### config.mk
export PLATFORM = sky130hd
export DESIGN_NAME = hclb_ctrl
export DESIGN_NICKNAME = d
export VERILOG_FILES = /design/src/sv/hclb_pkg.sv /design/src/sv/hclb_ctrl.sv
export SDC_FILE = /design/constraint.sdc
export NUM_CORES = 1
export LEC_CHECK = 0
export BUFFER_PORTS_ARGS = -buffer_cell sky130_fd_sc_hd__buf_2
export CORE_AREA = 2 2 39 41
export CTS_CLUSTER_DIAMETER = 50
export DETAILED_ROUTE_END_ITERATION = 12
export DIE_AREA = 0 0 41 43
export GPL_TIMING_DRIVEN = 0
export PLACE_DENSITY = 0.63
export SLEW_MARGIN = 10
export SYNTH_ARGS = -nofsm -noshare
export SYNTH_HDL_FRONTEND = slang
export SYNTH_SLANG_ARGS = --single-unit
### constraint.sdc
create_clock -name aclk -period 1.5 [get_ports aclk]
set_input_delay 0.15 -clock aclk [delete_from_list [all_inputs] [get_ports aclk]]
set_output_delay 0.15 -clock aclk [all_outputs]
set_load 0.02 [all_outputs]
### src/sv/hclb_pkg.sv
// hclb_pkg: shared types and constants for the huffman code length builder
// used by hclb_ctrl, hclb_dp and huffman_code_length_builder_unit; no dependencies
package hclb_pkg;

    // default sizing
    localparam int MAX_SYMBOLS_DEF = 1024;
    localparam int WEIGHT_BITS_DEF = 32;

    // fixed port widths
    localparam int IN_W  = 32;
    localparam int SYM_W = 11;
    localparam int LEN_W = 10;

    // controller states
    typedef enum logic [4:0] {
        ST_IDLE,
        ST_CHECK,
        ST_S_INIT,
        ST_S_OUTER,
        ST_S_GETV,
        ST_S_INNER,
        ST_S_CMP,
        ST_B_INIT,
        ST_B_RD,
        ST_B_PICK,
        ST_B_WR1,
        ST_B_WR2,
        ST_D_INIT,
        ST_D_RDP,
        ST_D_RDD,
        ST_D_WR,
        ST_DONE
    } state_t;

    // controller to datapath
    typedef struct packed {
        state_t phase;
        logic   load;
        logic   finish;
    } cmd_t;

    // datapath to controller
    typedef struct packed {
        logic few;
        logic i_done;
        logic j_zero;
        logic cmp_gt;
        logic second;
        logic merge_last;
        logic nd_zero;
        logic out_free;
    } status_t;

endpackage

### src/sv/hclb_ctrl.sv
// hclb_ctrl: sequencing state machine for load, sort, tree build and depth pass
// depends on hclb_pkg
module hclb_ctrl (
    input  logic              aclk,
    input  logic              aresetn,
    input  logic              s_valid,
    input  logic              s_last,
    output logic              s_ready,
    input  hclb_pkg::status_t st,
    output hclb_pkg::cmd_t    cmd
);

    hclb_pkg::state_t state_reg, state_next;

    // state register
    always_ff @(posedge aclk) begin
        if (!aresetn) begin
            state_reg <= hclb_pkg::ST_IDLE;
        end else begin
            state_reg <= state_next;
        end
    end

    // next state and commands
    always_comb begin
        state_next = state_reg;
        s_ready    = 1'b0;
        cmd.phase  = state_reg;
        cmd.load   = 1'b0;
        cmd.finish = 1'b0;
        unique case (state_reg)
            hclb_pkg::ST_IDLE: begin
                s_ready = 1'b1;
                if (s_valid) begin
                    cmd.load = 1'b1;
                    if (s_last) state_next = hclb_pkg::ST_CHECK;
                end
            end
            hclb_pkg::ST_CHECK:
                state_next = st.few ? hclb_pkg::ST_DONE : hclb_pkg::ST_S_INIT;
            hclb_pkg::ST_S_INIT:  state_next = hclb_pkg::ST_S_OUTER;
            hclb_pkg::ST_S_OUTER:
                state_next = st.i_done ? hclb_pkg::ST_B_INIT : hclb_pkg::ST_S_GETV;
            hclb_pkg::ST_S_GETV:  state_next = hclb_pkg::ST_S_INNER;
            hclb_pkg::ST_S_INNER:
                state_next = st.j_zero ? hclb_pkg::ST_S_OUTER : hclb_pkg::ST_S_CMP;
            hclb_pkg::ST_S_CMP:
                state_next = st.cmp_gt ? hclb_pkg::ST_S_INNER : hclb_pkg::ST_S_OUTER;
            hclb_pkg::ST_B_INIT:  state_next = hclb_pkg::ST_B_RD;
            hclb_pkg::ST_B_RD:    state_next = hclb_pkg::ST_B_PICK;
            hclb_pkg::ST_B_PICK:
                state_next = st.second ? hclb_pkg::ST_B_WR1 : hclb_pkg::ST_B_RD;
            hclb_pkg::ST_B_WR1:   state_next = hclb_pkg::ST_B_WR2;
            hclb_pkg::ST_B_WR2:
                state_next = st.merge_last ? hclb_pkg::ST_D_INIT : hclb_pkg::ST_B_RD;
            hclb_pkg::ST_D_INIT:  state_next = hclb_pkg::ST_D_RDP;
            hclb_pkg::ST_D_RDP:
                state_next = st.nd_zero ? hclb_pkg::ST_DONE : hclb_pkg::ST_D_RDD;
            hclb_pkg::ST_D_RDD:   state_next = hclb_pkg::ST_D_WR;
            hclb_pkg::ST_D_WR:    state_next = hclb_pkg::ST_D_RDP;
            hclb_pkg::ST_DONE: begin
                if (st.out_free) begin
                    cmd.finish = 1'b1;
                    state_next = hclb_pkg::ST_IDLE;
                end
            end
            default: state_next = hclb_pkg::ST_IDLE;
        endcase
    end

endmodule

* After elaboration in Yosys (flattened, before gate mapping)
Index checks and enable logic that the tools add are counted.
** Operators by class
- Shift-type cells :: 0
- $mul :: 0
- Bitwise logic cells :: 0
- Eq/ne operators :: 19
- $add $sub $neg :: 0
- Mux-type cells :: 16
- Order comparisons :: 0
- Reductions and logical operators :: 3
- Div/mod/pow operators :: 0
** Operators by type and width (count)
- 5-bit one-hot mux with 16 select lines :: 1
- 5-bit by 4-bit equality test with 1-bit output (second input constant) :: 8
- 5-bit two-way mux :: 5
- 5-bit by 3-bit equality test with 1-bit output (second input constant) :: 4
- 5-bit by 2-bit equality test with 1-bit output (second input constant) :: 2
- 3-bit two-way mux :: 3
- 2-bit != test (second input constant) :: 3
- 5-bit by 1-bit equality test with 1-bit output (second input constant) :: 1
- 5-bit equality test (second input constant) :: 1
- 5-bit logical NOT :: 1
- 1-bit two-way mux :: 5
- 2-bit two-way mux :: 2
- 3-bit AND reduction :: 1
- 2-bit OR reduction :: 1
** Storage, ports and cells
- ROM bits :: 0
- Bits of input ports :: 12
- Output and inout bits :: 8
- Latch bits :: 0
- Memory bits (writable) :: 0
- Memories :: 0
- Register bits :: 5
- Word-level logic and storage cells :: 39

* Logic depth before layout (Yosys ltp)
Gate-level depths: netlist (run 1).
- Word-level depth :: 3
- Mapped depth :: 5

* Worst setup path after synthesis (run 1)
OpenSTA, ideal clock, no wires.
- Path type :: register -> output
- Start :: reg state_reg[0]
- End :: out cmd[1] (netlist bit)
- Arrival :: 1.444 ns
- Cell stages (with the launch flop) :: 5
- Slack :: -0.094 ns
- Path buffers :: 1
- Data required time :: 1.350 ns
- Cells stage by stage :: dfxtp_1 -> buf_6 -> nor4_1 -> and2b_1 -> and2_1
** RTL lines
- from (decl) :: line hclb_ctrl.sv:13 : hclb_pkg::state_t state_reg, state_next;
- from (signal assigned) :: line hclb_ctrl.sv:18 : state_reg <= hclb_pkg::ST_IDLE;
- from (signal assigned) :: line hclb_ctrl.sv:20 : state_reg <= state_next;
- to (decl) :: line hclb_ctrl.sv:10 : output hclb_pkg::cmd_t cmd

==> results of run 1 <==
==> power breakdown <==
part	internal (mW)	switching [mW]	total, mW
registers	0.145	0.0218	0.166
logic	0.146	0.127	0.273
clock network	0.101	0.0577	0.158
==> layout by cell type (no fill, tap or decap), drive strengths merged, types with 3 or more instances in the layout <==
cell type  count
nor2           4
nand3          3
clkbuf         4
buf           31
a21oi          3
inv            3
nand2          5
dfxtp          5
==> layout make-up <==
class / count / area, µm²
Timing Repair Buffer: 29 / 183
Sequential cell: 5 / 106
Tap cell: 16 / 20.0
Inverter: 3 / 16.3
Buffer: 2 / 22.5
Multi-Input combinational cell: 41 / 322
Clock buffer: 4 / 26.3
Fill cell: 124 / 688
==> logic make-up (layout without fill, tap and decap cells) <==
family                 count (synthesis)  in the layout  synth area share
multiplexers                           1              1            0.0227
AND/OR/NAND/NOR                       25             25             0.321
AO/OA/AOI/OAI                         15             15             0.304
flip-flops                             5              5             0.227
buffers and inverters                  8             38             0.125
==> path summary, 6_finish.rpt <==
path | cells after the start | start | end
worst min-delay path | 2 | aresetn | state_reg[2]
worst max register to register | 5 | state_reg[2] | state_reg[0]
worst max-delay path | 5 | state_reg[0] | cmd[0]
worst min register to register | 2 | state_reg[3] | state_reg[3]
==> through the flow <==
stage	total power [mW]	setup slack [ns]	hold slack, ns	cell area (µm²)
2_1_floorplan	0.308	0.0409	0.268	449
3_3_place_gp	0.367	0.0664	0.415	564
3_5_place_dp	0.368	0.0648	0.416	564
4_1_cts	0.555	0.00255	0.161	642
5_1_grt	0.632	-0.0782	0.174	696
6_report	0.598	-0.0483	0.176	696
==> repair_timing <==
| action | CTS | global route |
|---|---|---|
| setup buffers | 6 | 4 |
| pin swaps | 1 | 2 |
| resized for setup | 7 | 6 |
| setup endpoints to repair | 3 | 3 |
==> routing by layer <==
| layer | GRT usage | part of all wire | vias up |
|---|---|---|---|
| li1 | - | - | 255 |
| met1 | 0.185 | 0.42 | 243 |
| met2 | 0.234 | 0.47 | 28 |
| met3 | 0.0157 | 0.070 | 6 |
| met4 | 0.120 | 0.036 | 0 |
| met5 | 0 | 0 | - |
==> results.json, run 1 <==
{
  "status": "complete, but fails checks",
  "violations": "setup timing",
  "htree_levels": 1,
  "fin_crit_ns": 1.55,
  "post-dp-hpwl_um": 801,
  "syn2layout_area_growth_pct": 58.0,
  "synthTopCellsByCount": "dfxtp_1 (5), nand2_1 (5), nor2_1 (4), a21oi_1 (3), nand3_1 (3)",
  "start_util": 0.318,
  "ir_drop_mv": 0.331,
  "die_h_um": 43,
  "setup_tns_ns": -0.0850,
  "yosysTopAreaCell": "dfxtp_1",
  "grt_antenna_before_repair": 0,
  "cts_sinks": 5,
  "gp_congestion": 0.728,
  "synthTopCellsByArea": "dfxtp_1 (23%), buf_6 (5.1%), a211o_2 (4.5%), nand2_1 (4.3%), o32ai_1 (4.0%)",
  "fmax_mhz": 646,
  "power.density_nw_per_um2": 859,
  "dr.pass1.iters": 5,
  "rsz0062_at_grt": "true",
  "rows": 14,
  "yosys.area.top_type_share": 0.227,
  "postRouteAntennaNets": 0,
  "end_kind": "primary output",
  "critical_path_buf_inv_count": 3,
  "rrSetupSlack_ns": 0.04,
  "port_buffers": 19,
  "hold_viol_final": 0,
  "period_share": 1.03,
  "setup_slack_ns": -0.0483,
  "synthArstFlopShare": 0,
  "nNetsFinal": 97,
  "largest_reg_flops": 5,
  "core-area_um2": 1380,
  "diodes": 0,
  "grt_start_max_net_pins": 12,
  "final_cells": 100,
  "ys_types": 31,
  "syn-cell-area_um2": 440,
  "yosysWarnings": 0,
  "path_cells": "buf_6 > nor4_4 > buf_4 > and3_4 > buf_6",
  "cts_tree": "built",
  "relSlewSlack": 0.727,
  "die_x_um": 41,
  "slowest_delay_ns": 0.32,
  "synth_ff_type": "dfxtp_1",
  "dieArea_um2": 1760,
  "syn_avg_cell_area_um2": 8.16,
  "crit_fanout": 6,
  "clkTransAtPathRegs_ns": 0.04,
  "setup_viol": 2,
  "drv_slew": 0,
  "place_inst": 89,
  "first_iter_violations": 14,
  "ys_ff_latch": 5,
  "min_path_type": "in2reg",
  "clk_latency_ns": 0.24,
  "syn_nets": 66,
  "synth_edf_count": 0,
  "tightest_slew_ns": 0.409,
  "worstPathArrival_ns": 1.40,
  "grtUsageTotal": 0.154,
  "num_vias": 532,
  "drcViolationCount": 0,
  "cp.required_ns": 1.35,
  "drive_gt1_frac": 0.595,
  "finClkSkew_ns": 0.00128,
  "ios": 20,
  "cts_made_buffers": 3,
  "routed_wl_um": 1330,
  "critPathSlowestCell": "dfxtp_2",
  "grt_remaining_overflow": 0,
  "wl_per_cell_um": 13.3,
  "final_util": 0.503,
  "critPathLaunchType": "register",
  "grt_pass1_vias": 457,
  "max-cap-violations": 0,
  "p_leak_nw": 0.318,
  "critPathTopFamily": "simple AND/OR/NAND/NOR gates",
  "synth_cells": 54,
  "viasPerCell": 5.32,
  "worstSetupPathType": "reg2out",
  "cpMostUsedCell": "buf_6",
  "cts_root_buf": "clkbuf_4",
  "seq_area_frac_synth": 0.227,
  "ctsHoldBuffers": 0,
  "clk_path_buf_depth": 2,
  "grt_pass1_wl_um": 1830
}
No activity file was read; power rests on OpenSTA's default activity.
==> run 2, diff against run 1 <==
- PLACE_DENSITY: 0.63 -> default
- REMOVE_ABC_BUFFERS: default -> 1
==> run 2 against run 1 <==
Compared with the run above: critical endpoint is now cmd[1]; critical path type unchanged; sequential share of layout area rose by 3.4 points; the run now ends clean; clock skew barely moved; largest cell class unchanged; highest routed layer is now met3; hold slack got worse by 0.0016 ns; first-iteration DRC count fell by 57%; routed wire length fell by 19%.
==> results.json, run 2 (same netlist as run 1, synthesis figures left out) <==
{
  "fmax_mhz": 672,
  "viasPerCell": 5.12,
  "finClkSkew_ns": 0.00127,
  "whs_ns": 0.174,
  "period_share": 0.992,
  "rows": 14,
  "ios": 20,
  "port_buffers": 19,
  "ir_drop_mv": 0.451,
  "grt_pass1_vias": 427,
  "r2r_cells": 5,
  "holdPathEnd": "state_reg[2]",
  "first_iter_violations": 6,
  "wl_per_cell_um": 11.9,
  "cts_sinks": 5,
  "grt_pass1_wl_um": 1750,
  "final_cell_mix": "buf_2 (18), nand2_1 (5), nor2_1 (4)",
  "setup_viol": 0,
  "rsz0062_at_grt": "true",
  "nNetsFinal": 88,
  "tightest_slew_ns": 0.321,
  "final_common_cell": "buf_2",
  "min_path_type": "in2reg",
  "gp_congestion": 0.695,
  "holdPathStages": 2,
  "grt_start_max_net_pins": 13,
  "finalPower_mw": 0.520,
  "wl_met1_um": 531,
  "clk_latency_ns": 0.24,
  "worstSetupPathType": "reg2out",
  "num_vias": 466,
  "cts_tree": "built",
  "critPathLaunchType": "register",
  "p_sw_mw": 0.178,
  "postRouteAntennaNets": 0,
  "p_leak_nw": 0.267,
  "worstReg2RegStart": "state_reg[2]",
  "dr.pass1.iters": 4,
  "status": "completed",
  "post-dp-hpwl_um": 750,
  "pwr-share-comb": 0.381,
  "p_sw_frac": 0.342,
  "htree_levels": 1,
  "cts_root_buf": "clkbuf_4",
  "grt_remaining_overflow": 0,
  "grtUsageTotal": 0.146,
  "diodes": 0,
  "internal_power_mw": 0.343,
  "cts_made_buffers": 3,
  "worstPathArrival_ns": 1.34,
  "max-cap-violations": 0,
  "fillers": 143,
  "clkTransAtPathRegs_ns": 0.04,
  "routed_wl_um": 1080,
  "largest_reg_flops": 5,
  "r2r_end": "state_reg[4]",
  "clk_path_buf_depth": 2,
  "clockPowerShare": 0.289,
  "drive_gt1_frac": 0.507,
  "power.density_nw_per_um2": 865,
  "rrSetupSlack_ns": 0.07,
  "highest_layer": "met3",
  "grt_antenna_before_repair": 0,
  "hold_viol_final": 0,
  "end_kind": "primary output",
  "start_util": 0.318,
  "drcViolationCount": 0,
  "wl_met3_um": 64,
  "die_x_um": 41,
  "syn2layout_area_growth_pct": 36.6,
  "fin_crit_ns": 1.49,
  "die_h_um": 43,
  "cp.required_ns": 1.35,
  "drv_slew": 0,
  "crit_fanout": 3,
  "core-area_um2": 1380,
  "dieArea_um2": 1760,
  "min_from": "aresetn",
  "seq_power_share": 0.330,
  "relSlewSlack": 0.786,
  "met2_length_um": 487
}
[run 2: cell count changes in the layout (fill, tap and decap cells not counted), sizes merged]
cell | before | now
buf | 31 | 22
[run 2: stage by stage]
step	instances	setup WS (ns)	TNS, ns	util	area, µm²
final	91	0.0120	0	0.435	602
after floorplan	49	-0.0501	-0.0808	-	402
after global routing	91	-0.0636	-0.0636	0.435	602
after detailed placement	84	0.00536	0	0.373	517
after global placement	84	0.0148	0	0.373	517
after CTS	90	0.00856	0	0.423	586
[run 2: worst max-delay path, stage by stage, from the launching register on]
cell and delay [ns]:
dfxtp_4 0.35, nor4_4 0.31, and2b_1 0.20, and2_4 0.14, buf_6 0.10
[run 2: how the worst max path moves through the flow]
stage / start / endpoint / slack, ns
3_5_place_dp: state_reg[2] / state_reg[4] / 0.005
6_report: state_reg[2] / cmd[1] / 0.01
3_3_place_gp: state_reg[2] / state_reg[4] / 0.01
4_1_cts: state_reg[2] / cmd[1] / 0.009
5_1_grt: state_reg[2] / cmd[1] / -0.06
2_1_floorplan: state_reg[0] / cmd[1] / -0.05
[run 2: power by group through the flow]
| stage | Combinational, mW | Sequential [mW] | Clock [mW] |
|---|---|---|---|
| global placement | 0.164 | 0.178 | 0 |
| finish | 0.198 | 0.172 | 0.150 |
| global route | 0.216 | 0.175 | 0.167 |
| floorplan | 0.0997 | 0.184 | 0 |
| detailed placement | 0.164 | 0.178 | 0 |
| CTS | 0.185 | 0.175 | 0.159 |
[run 2: per-layer routing]
layer / vias up / GRT usage
met5: - / 0
met4: 0 / 0.0800
met3: 0 / 0.0157
met2: 16 / 0.197
met1: 212 / 0.215
li1: 238 / -
[run 2: repair_timing]
action                                  in CTS  in global routing
hold buffers                                 0                  0
endpoints found under the setup margin       4                  2
pin swaps                                    1                  2
resized for setup                            9                  3
setup buffers                                2                  1
[run 2: area by class of cell]
cell class                      instances  area, µm²  area share
Timing Repair Buffer                   22        124       0.206
Inverter                                3       16.3      0.0270
Tap cell                               16       20.0      0.0333
Multi-Input combinational cell         41        303       0.503
Clock buffer                            4       26.3      0.0437
Sequential cell                         5        113       0.187
